`src/sv/bclp_pkg.sv`:
```
// Package for the button click and long-press classifier.
// Holds the register map, the configuration struct and the press event codes.
// No dependencies; every other file imports it.
`default_nettype none

package bclp_pkg;

  // Field widths of the stream items and registers.
  localparam int unsigned TimeW    = 16;
  localparam int unsigned ThreshW  = 24;
  localparam int unsigned CountW   = 25;
  localparam int unsigned TallyW   = 8;
  localparam int unsigned InDataW  = 24;
  localparam int unsigned OutDataW = 8;
  localparam int unsigned ApbDataW = 32;
  localparam int unsigned ApbAddrW = 4;

  // Register index codes, taken from paddr[3:2].
  localparam logic [1:0] RegDebounceMs = 2'd0;
  localparam logic [1:0] RegLongPress  = 2'd1;
  localparam logic [1:0] RegClickGap   = 2'd2;

  // Register reset values.
  localparam logic [TimeW-1:0]   DebounceMsRst = 16'd9;
  localparam logic [ThreshW-1:0] LongPressRst  = 24'd1700000;
  localparam logic [ThreshW-1:0] ClickGapRst   = 24'd350000;

  // Counter limits.
  localparam logic [CountW-1:0]        CountMax = {CountW{1'b1}};
  localparam logic signed [TallyW-1:0] TallyMax = 8'sd127;
  localparam logic signed [TallyW-1:0] TallyLong = -8'sd1;

  typedef enum logic [1:0] {
    EV_NONE   = 2'd0,
    EV_SINGLE = 2'd1,
    EV_DOUBLE = 2'd2,
    EV_LONG   = 2'd3
  } press_event_e;

  typedef struct packed {
    logic [TimeW-1:0]   debounce_ms;
    logic [ThreshW-1:0] long_press_ticks;
    logic [ThreshW-1:0] click_gap_ticks;
  } cfg_t;

endpackage

`default_nettype wire

```
`src/sv/bclp_core.sv`:
```
// Classifier state and its one-tick update: debouncer, hold counter, gap counter
// and click tally. Depends on bclp_pkg.
`default_nettype none

module bclp_core import bclp_pkg::*; (
  input  wire logic             clk_i,
  input  wire logic             rst_ni,
  input  wire logic             step_i,
  input  wire logic             key_level_i,
  input  wire logic [TimeW-1:0] time_ms_i,
  input  wire cfg_t             cfg_i,
  output press_event_e          event_o
);

  logic                     level_q, level_d;
  logic                     busy_q, busy_d;
  logic [TimeW-1:0]         stamp_q, stamp_d;
  logic [CountW-1:0]        held_q, held_d;
  logic [CountW-1:0]        gap_q, gap_d;
  logic signed [TallyW-1:0] tally_q, tally_d;

  logic [TimeW-1:0]  elapsed;
  logic [CountW-1:0] held_inc;
  logic [CountW-1:0] gap_inc;

  always_comb begin
    level_d  = level_q;
    busy_d   = busy_q;
    stamp_d  = stamp_q;
    held_d   = held_q;
    gap_d    = gap_q;
    tally_d  = tally_q;
    event_o  = EV_NONE;
    elapsed  = time_ms_i - stamp_q;
    held_inc = (held_q != CountMax) ? held_q + CountW'(1) : held_q;
    gap_inc  = (gap_q != CountMax) ? gap_q + CountW'(1) : gap_q;

    // Debounce: stamp the time of a new difference, sample the key once it expires.
    if ((key_level_i != level_q) && !busy_q) begin
      stamp_d = time_ms_i;
      busy_d  = 1'b1;
    end else if (busy_q && (elapsed > cfg_i.debounce_ms)) begin
      busy_d  = 1'b0;
      level_d = key_level_i;
    end

    if (level_d && !level_q) begin
      // Release edge counts a click.
      held_d = '0;
      if (tally_q != TallyMax) begin
        tally_d = tally_q + TallyW'(1);
      end
    end else if (!level_d && !level_q) begin
      held_d = held_inc;
      if (held_inc > CountW'(cfg_i.long_press_ticks)) begin
        tally_d = TallyLong;
        event_o = EV_LONG;
      end
    end else if (tally_q > 8'sd0) begin
      gap_d = gap_inc;
      if (gap_inc > CountW'(cfg_i.click_gap_ticks)) begin
        event_o = (tally_q == 8'sd1) ? EV_SINGLE : EV_DOUBLE;
        gap_d   = '0;
        tally_d = '0;
      end
    end
  end

  always_ff @(posedge clk_i or negedge rst_ni) begin
    if (!rst_ni) begin
      level_q <= 1'b1;
      busy_q  <= 1'b0;
      stamp_q <= '0;
      held_q  <= '0;
      gap_q   <= '0;
      tally_q <= '0;
    end else if (step_i) begin
      level_q <= level_d;
      busy_q  <= busy_d;
      stamp_q <= stamp_d;
      held_q  <= held_d;
      gap_q   <= gap_d;
      tally_q <= tally_d;
    end
  end

endmodule

`default_nettype wire

```
`src/sv/button_click_long_press_classifier_unit.sv`:
```
// Top level of the button click and long-press classifier: stream ports,
// register file on the APB-style port, input and result registers.
// Depends on bclp_pkg and bclp_core.
//
// Usage: every request on the slave stream is one poll tick of the key. Its
// tdata carries the raw active-low key level in bit 0 and the free-running
// millisecond time in bits 16:1. Every request yields exactly one result on
// the master stream, whose tdata carries the press event in bits 1:0
// (none, single, double or long press).
// A request is registered on acceptance, classified against the debouncer
// and counter state once the result register is free, and the result is
// registered in the result register that drives the master side. The
// classifier state updates in the same cycle, so while the receiver takes
// its results a new request can be taken every cycle: one request per clock.
// When the receiver stalls, the result register holds its request and the
// input register fills; the slave side then drops tready until the result
// is taken. No request is lost or repeated.
// Reset clears both valid flags and returns the debouncer to the released
// level with all counters at zero; the registers return to a debounce time
// of 9 ms, a long-press threshold of 1700000 ticks and a click gap of
// 350000 ticks. Registers are meant to be written only while the block is
// idle; writes to an address beyond the third register are ignored.
`default_nettype none

module button_click_long_press_classifier_unit import bclp_pkg::*; (
  input  wire logic                clk_i,
  input  wire logic                rst_ni,
  // Slave stream
  input  wire logic                s_axis_tvalid,
  output logic                     s_axis_tready,
  input  wire logic [InDataW-1:0]  s_axis_tdata,  // [0] key_level, [16:1] time_ms
  // Master stream
  output logic                     m_axis_tvalid,
  input  wire logic                m_axis_tready,
  output logic [OutDataW-1:0]      m_axis_tdata,  // [1:0] press_event
  // Configuration port
  input  wire logic                psel,
  input  wire logic                penable,
  input  wire logic                pwrite,
  input  wire logic [ApbAddrW-1:0] paddr,
  input  wire logic [ApbDataW-1:0] pwdata,
  output logic [ApbDataW-1:0]      prdata,
  output logic                     pready
);

  cfg_t cfg_q;
  logic cfg_we;

  // Input register.
  logic             in_valid_q;
  logic             key_q;
  logic [TimeW-1:0] time_q;

  // Result register.
  logic         out_valid_q;
  press_event_e out_event_q;
  press_event_e core_event;

  logic out_free;
  logic advance;
  logic accept;

  assign pready = 1'b1;
  assign cfg_we = psel && penable && pwrite && pready;

  // Register writes; the index comes from the word address.
  always_ff @(posedge clk_i or negedge rst_ni) begin
    if (!rst_ni) begin
      cfg_q.debounce_ms      <= DebounceMsRst;
      cfg_q.long_press_ticks <= LongPressRst;
      cfg_q.click_gap_ticks  <= ClickGapRst;
    end else if (cfg_we) begin
      unique case (paddr[3:2])
        RegDebounceMs: cfg_q.debounce_ms      <= pwdata[TimeW-1:0];
        RegLongPress:  cfg_q.long_press_ticks <= pwdata[ThreshW-1:0];
        RegClickGap:   cfg_q.click_gap_ticks  <= pwdata[ThreshW-1:0];
        default: ;
      endcase
    end
  end

  always_comb begin
    unique case (paddr[3:2])
      RegDebounceMs: prdata = ApbDataW'(cfg_q.debounce_ms);
      RegLongPress:  prdata = ApbDataW'(cfg_q.long_press_ticks);
      RegClickGap:   prdata = ApbDataW'(cfg_q.click_gap_ticks);
      default:       prdata = '0;
    endcase
  end

  // The result register is free when empty or being drained this cycle.
  assign out_free      = !out_valid_q || m_axis_tready;
  assign advance       = in_valid_q && out_free;
  assign s_axis_tready = !in_valid_q || out_free;
  assign accept        = s_axis_tvalid && s_axis_tready;

  always_ff @(posedge clk_i or negedge rst_ni) begin
    if (!rst_ni) begin
      in_valid_q  <= 1'b0;
      out_valid_q <= 1'b0;
    end else begin
      if (accept) begin
        in_valid_q <= 1'b1;
      end else if (advance) begin
        in_valid_q <= 1'b0;
      end
      if (advance) begin
        out_valid_q <= 1'b1;
      end else if (m_axis_tready) begin
        out_valid_q <= 1'b0;
      end
    end
  end

  always_ff @(posedge clk_i) begin
    if (accept) begin
      key_q  <= s_axis_tdata[0];
      time_q <= s_axis_tdata[TimeW:1];
    end
    if (advance) begin
      out_event_q <= core_event;
    end
  end

  bclp_core u_core (
    .clk_i       (clk_i),
    .rst_ni      (rst_ni),
    .step_i      (advance),
    .key_level_i (key_q),
    .time_ms_i   (time_q),
    .cfg_i       (cfg_q),
    .event_o     (core_event)
  );

  assign m_axis_tvalid = out_valid_q;
  assign m_axis_tdata  = OutDataW'(out_event_q);

endmodule

`default_nettype wire

```
`config.mk`:
```
export PLATFORM = sky130hd
export DESIGN_NAME = button_click_long_press_classifier_unit
export DESIGN_NICKNAME = d
export VERILOG_FILES = /design/src/sv/bclp_pkg.sv /design/src/sv/bclp_core.sv /design/src/sv/button_click_long_press_classifier_unit.sv
export SDC_FILE = /design/constraint.sdc
export NUM_CORES = 1
export LEC_CHECK = 0
export BUFFER_PORTS_ARGS = -buffer_cell sky130_fd_sc_hd__buf_2
export CAP_MARGIN = 20
export CORE_MARGIN = 2
export CORE_UTILIZATION = 50
export DETAILED_ROUTE_END_ITERATION = 16
export PLACE_DENSITY = 0.77
export SLEW_MARGIN = 20
export SYNTH_ARGS = -nofsm -noshare
export SYNTH_HDL_FRONTEND = slang
export SYNTH_SLANG_ARGS = --single-unit
```
`constraint.sdc`:
```
create_clock -name clk_i -period 5.6 [get_ports clk_i]
set_input_delay 1.12 -clock clk_i [delete_from_list [all_inputs] [get_ports clk_i]]
set_output_delay 1.12 -clock clk_i [all_outputs]
set_load 0.01 [all_outputs]
```
# After elaboration in Yosys (flattened, before gate mapping)
# Index checks and enable logic that the tools add are counted.
# op_classes
n_addsub	4
magnitude_cmp	4
n_eq_ne	9
muxes	25
bitwise	2
reduce_logical	30
# ops
operator	n
25-bit 2-to-1 mux	5
24-bit case mux with 3 select lines	1
25-bit by 1-bit adder with 25-bit output, second input constant	2
25-bit by 24-bit > comparator with 1-bit output	2
25-bit != test, second input constant	2
8-bit 2-to-1 mux	6
16-bit > comparator	1
16-bit subtractor	1
2-bit AND reduction	6
2-bit 2-to-1 mux	5
8-bit by 2-bit adder with 8-bit output, second input constant	1
8-bit by 2-bit equality test with 1-bit output, second input constant	1
8-bit by 1-bit > comparator with 1-bit output, second input constant	1
1-bit logical AND	8
1-bit 2-to-1 mux	8
8-bit != test, second input constant	1
2-bit nonzero test	4
3-bit nonzero test	2
1-bit zero test	5
5-bit AND reduction	1
4-bit AND reduction	1
3-bit by 2-bit != test with 1-bit output, second input constant	1
2-bit by 1-bit equality test with 1-bit output, second input constant	1
2-bit equality test, second input constant	1
5 further kinds	7
# word_totals
ff_bits	161
inputBits	67
out_inout_bits	43
wordCells	88

# Longest topological paths before layout
# logic_depth
ltp_word	9
depth_mapped	22
depth_no_buf	20

# By module
# Synthesis repeated with hierarchy kept, for this count alone.
# unflattened
cells_unflattened	1092
hier_area_um2	10582.6
# modules_own_cells
module	n_inst	cells_per_inst	area_each_um2	seq_area_each_um2
bclp_core	1	844	6837.8	1903.1
button_click_long_press_classifier_unit	1	248	3744.8	2247.2

# Worst setup path before layout
# Ideal clock, no wire load.
# synth_timing
kind	flip-flop to flip-flop
start	register time_q[2]
end	register u_core.tally_q[0]
setup_ps	125
arrival_ps	4227
required_time_ps	5475
setup_slack_ps	1248
path_stages_with_launch	19
path_buffers	0
synth_period_minus_slack_ps	4352
cell_sequence	edfxtp_1 > ha_1 > nor2b_1 > o21ai_0 > a21boi_1 > o41ai_1 > o211ai_1 > a31o_2 > a21oi_1 > xnor2_1 > ha_1 > nand4_1 > or4_4 > a21o_1 > a31oi_4 > nand2_4 > nand3_2 > o2111ai_4 > mux2_4
# synth_via
elab_chain_cells	9
elab_cells_between_ends	15
cone_classes	add/sub: 1; order compare: 1; eq/ne: 2; mux: 4; reduce/logical: 7
# synth_rtl
item	line_no	text
start: declaration	button_click_long_press_classifier_unit.sv:52	logic [TimeW-1:0] time_q;
start signal: assignment	button_click_long_press_classifier_unit.sv:118	time_q <= s_axis_tdata[TimeW:1];
16-bit subtractor *	bclp_core.sv:34	elapsed = time_ms_i - stamp_q;
16-bit > comparator *	bclp_core.sv:42	end else if (busy_q && (elapsed > cfg_i.debounce_ms)) begin
1-bit logical AND *	bclp_core.sv:42	
1-bit 2-to-1 mux *	bclp_core.sv:42	
1-bit 2-to-1 mux *	bclp_core.sv:39	if ((key_level_i != level_q) && !busy_q) begin
1-bit zero test	bclp_core.sv:53	end else if (!level_d && !level_q) begin
1-bit logical AND	bclp_core.sv:53	
3-bit by 2-bit != test with 1-bit output (no source line), or another cell as far along	--	
5-bit AND reduction (no source line) or 8-bit 2-to-1 mux (tied branches)	--	
end signal: assignment	bclp_core.sv:83	tally_q <= tally_d;
end: declaration	bclp_core.sv:20	logic signed [TallyW-1:0] tally_q, tally_d;
# Mark *: on every way between the ends. The rest lies on a longest branch, timed or not.
# A chain may end at the register's enable or synchronous reset.

# Worst setup path in the final report
# layout_timing
start	register time_q[1]
end	register u_core.held_q[11]
# layout_via
elab_chain_cells	9
elab_cells_between_ends	11
cone_classes	add/sub: 1; order compare: 1; mux: 3; reduce/logical: 6
# layout_rtl
item	line_no	text
16-bit subtractor *	bclp_core.sv:34	
16-bit > comparator *	bclp_core.sv:42	
1-bit logical AND *	bclp_core.sv:42	
1-bit 2-to-1 mux *	bclp_core.sv:42	
1-bit 2-to-1 mux *	bclp_core.sv:39	
1-bit zero test	bclp_core.sv:53	
1-bit logical AND	bclp_core.sv:53	
2-bit nonzero test (no source line)	--	
2-bit AND reduction (no source line)	--	
end signal: assignment	bclp_core.sv:81	held_q <= held_d;
end: declaration	bclp_core.sv:18	logic [CountW-1:0] held_q, held_d;
# Marks and branches as above.

==> results_dict.tcl <==
set metrics [dict create \
    status "finished clean" \
    endpoint_kind "flip-flop" \
    final_layout_size_suffix_gt1_share_pct 15.8 \
    antenna_found_initial 2 \
    synth_top_cell_by_area "dfrtp_1" \
    hold_buffers 0 \
    grt-busiest-layer "met2" \
    max_slew_margin_pct 34.9 \
    root_buffer "clkbuf_16" \
    cts_max_level 4 \
    cts-buffers-inserted 17 \
    grt_util_met2_pct 36.6 \
    p_leak_nw 5.37 \
    vdd_drop_max_mv 0.227 \
    nNetsFinal 1343 \
    cp_slowest_stage_delay_ns 0.59 \
    synth_flop_cell "dfrtp_1" \
    power_switching_share_pct 38.1 \
    dp_hpwl_um 18000 \
    grt_use_met1_pct 32.5 \
    async_flop_share_pct 88.2 \
    cts_sinks 161 \
    finClkSkew_ns 0.00811 \
    drt_wl_total_um 24900 \
    total_power_mw 4.70 \
    io_buffer_count 77 \
    synth.area.top_cells "dfrtp_1 29%, ha_1 10%, edfxtp_1 5.5%" \
    cts_resized 0 \
    vias_per_cell 5.72 \
    grt_max_degree 104 \
    avgSynthCellArea_sq_um 9.17 \
    synth.distinct_cells 75 \
    worst_slack_ns 0.518 \
    overflow 0 \
    avgRoutedWirePerCell_um 16.8 \
    yosysSeqAreaShare_pct 40.1 \
    internal_power_mw 2.91 \
    synth-edff-count 19 \
    route.vias.total 8439 \
    first_iter_violations 665 \
    area_growth_pct 11.4 \
    ios 110 \
    power.switching_mw 1.79 \
    grt_pass1_wl_um 40600 \
    fp.dieW_um 148 \
    cts_buffer_depth 2 \
    cts.clk_slew.worst_paths_ns 0.07 \
    seqPwrFrac_pct 35.0 \
    dr.pass1.iters 5 \
    synth_area_sq_um 10400 \
    die_area_sq_um 21900 \
    min_path_type "reg2reg" \
    clk-insertion-delay-late_ns 0.43 \
    n_fill_cell 1800 \
    setup_viol 0 \
    met3_usage_pct 4.48 \
    fin_tns_setup_ns 0 \
    synth_cells 1129 \
    yosys-top-cells-count "152 x nand2_1, 121 x dfrtp_1, 105 x o21ai_0, 93 x inv_1, 84 x ha_1" \
    die_height_um 148 \
    drcViolationCount 0 \
    rsz0062_at_grt "no" \
    fin_crit_sh_pct 90.7 \
    initial_core_util_pct 51.0 \
    hold_viol 0 \
    finalNonFillerCells 1476 \
    ant_nets 0 \
    ys_ff_latch 161 \
    yosys.cell_count.top_type "nand2_1" \
    cts_tree "built" \
    min_period_ns 5.08 \
    yosys_warnings 0 \
    slowest_stage "or4_4" \
    start_kind "flip-flop" \
    arrival_ns 5.39 \
    fp-row-count 52 \
    tightestPinTransition_ns 0.976 \
    crit_required_ns 5.91 \
    finalMaxSlewViolations 0 \
    netlist.area_leader.share_pct 29.2 \
    grt_pass1_vias 8030 \
    path_delay_family "compound AO/OA/AOI/OAI gates" \
    postCtsSetupBuffers 0 \
    grt_util_all_layers_pct 23.2 \
    path_cells "ha_1 -> nor2b_1 -> o21ai_0 -> a21boi_0 -> o2111ai_1 -> a31oi_1 -> nand2_1 -> o21ai_0 -> xnor2_1 -> ha_1 -> nand4_1 -> or4_4 -> a21o_1 -> a31oi_4 -> and2_1 -> buf_4 -> o21ai_1 -> nand2_1 -> o21ai_1" \
    fmax_ghz 0.197 \
    gp_congestion 0.868 \
    maxCapViolCount 0 \
    clkPwrFrac_pct 24.9 \
    core_sq_um 20300 \
    power_density_nw_per_um2 408 \
    power_frac_comb_pct 40.1 \
    path_buf_inv 1 \
    worst-path-max-fanout 12 \
    pre_cts_ws_ns 0.591 \
    worstSetupPathType "reg2reg" \
    dpl.cell_count 1442 \
]
## layout by cell type (no fill, tap or decap), types with 6 or more instances in the layout
cell type and instances:
a22o_1 29, buf_2 76, nand4_1 22, dfstp_2 21, inv_1 93, a21o_1 18, nand2_1 152, a21oi_1 24
nand3_1 39, and2_1 9, conb_1 15, nor3_1 14, o21ai_1 19, or3_1 6, xor2_1 20, mux2i_1 18
o211ai_1 7, nand2b_1 7, xnor2_1 37, clkbuf_16 17, buf_4 13, o21a_1 7, edfxtp_1 19, nor2b_1 8
and3_1 20, mux2_2 23, dfrtp_1 121, nor2_1 47, a31oi_1 10, ha_1 84, o31ai_1 12, o21ai_0 105
## stage by stage
step / instance area, sq um / util, % / hold slack [ns]
3_3_place_gp: 10900 / 53.9 / 0.477
5_1_grt: 11500 / 56.8 / 0.516
4_1_cts: 11500 / 56.8 / 0.512
6_report: 11500 / 56.8 / 0.502
3_5_place_dp: 10900 / 53.9 / 0.480
2_1_floorplan: 10400 / - / 0.457
## flip-flops by register name, summed over array words and instances, names as in the netlist
register / count
u_core.busy_q: 1
u_core.held_q: 25
in_valid_q: 1
out_event_q: 2
cfg_q: 64
m_axis_tvalid: 1
time_q: 16
u_core.gap_q: 25
key_q: 1
u_core.level_q: 1
u_core.stamp_q: 16
u_core.tally_q: 8
## layout make-up
cell class | instances | area (sq um) | share of cell area (%)
Multi-Input combinational cell | 828 | 5620 | 48.7
Sequential cell | 161 | 4150 | 36.0
Timing Repair Buffer | 90 | 489 | 4.24
Clock buffer | 17 | 425 | 3.69
Inverter | 93 | 349 | 3.03
Tap cell | 270 | 338 | 2.93
Clock inverter | 15 | 159 | 1.38
Antenna cell | 2 | 5.00 | 0.0434
## power by group through the flow
| stage | clock, mW | combinational [mW] | sequential (mW) |
|---|---|---|---|
| 2_1_floorplan | 0 | 1.44 | 1.60 |
| 3_3_place_gp | 0 | 1.80 | 1.65 |
| 3_5_place_dp | 0 | 1.87 | 1.66 |
| 4_1_cts | 1.19 | 1.88 | 1.64 |
| 5_1_grt | 1.24 | 2.13 | 1.68 |
| 6_report | 1.17 | 1.89 | 1.65 |
## kinds of logic (layout without fill, tap and decap cells)
kind of cell / Yosys count / after routing / synth area share, %
XOR/XNOR: 57 / 57 / 4.82
AO/OA/AOI/OAI: 270 / 270 / 17.1
flip-flops: 161 / 161 / 40.1
buffers and inverters: 153 / 215 / 6.30
other: 2 / 17 / 0.0725
AND/OR/NAND/NOR: 359 / 359 / 16.9
adder cells (fa/ha/maj): 85 / 85 / 10.3
multiplexers: 42 / 42 / 4.39
## tightest hold or removal path, delay by kind of cell (launching register included)
| kind | cells | cell delay [ns] |
|---|---|---|
| AND/OR/NAND/NOR | 1 | 0.05 |
| AO/OA/AOI/OAI | 1 | 0.06 |
| flip-flops | 1 | 0.36 |
## routing by layer
metal	part of all wire, %	up-vias
met3	6.0	33
met4	2.2	0
met5	0	-
li1	-	4093
met1	46	4051
met2	46	262
## path summary, 6_finish.rpt
check,start,to,slack (ns),cells after the start
max,time_q[1]$_DFFE_PP_,u_core.held_q[11]$_DFFE_PN0P_,0.52,19
min,time_q[5]$_DFFE_PP_,u_core.stamp_q[5]$_DFFE_PN0P_,0.50,2
max reg2reg,time_q[1]$_DFFE_PP_,u_core.held_q[11]$_DFFE_PN0P_,0.52,19
min reg2reg,time_q[5]$_DFFE_PP_,u_core.stamp_q[5]$_DFFE_PN0P_,0.50,2
max in group asynchronous,rst_ni,cfg_q[4]$_DFFE_PN1P_,3.61,2
min in group asynchronous,rst_ni,u_core.stamp_q[9]$_DFFE_PN0P_,0.82,1
Note: power is estimated with default switching activity, not from simulation.
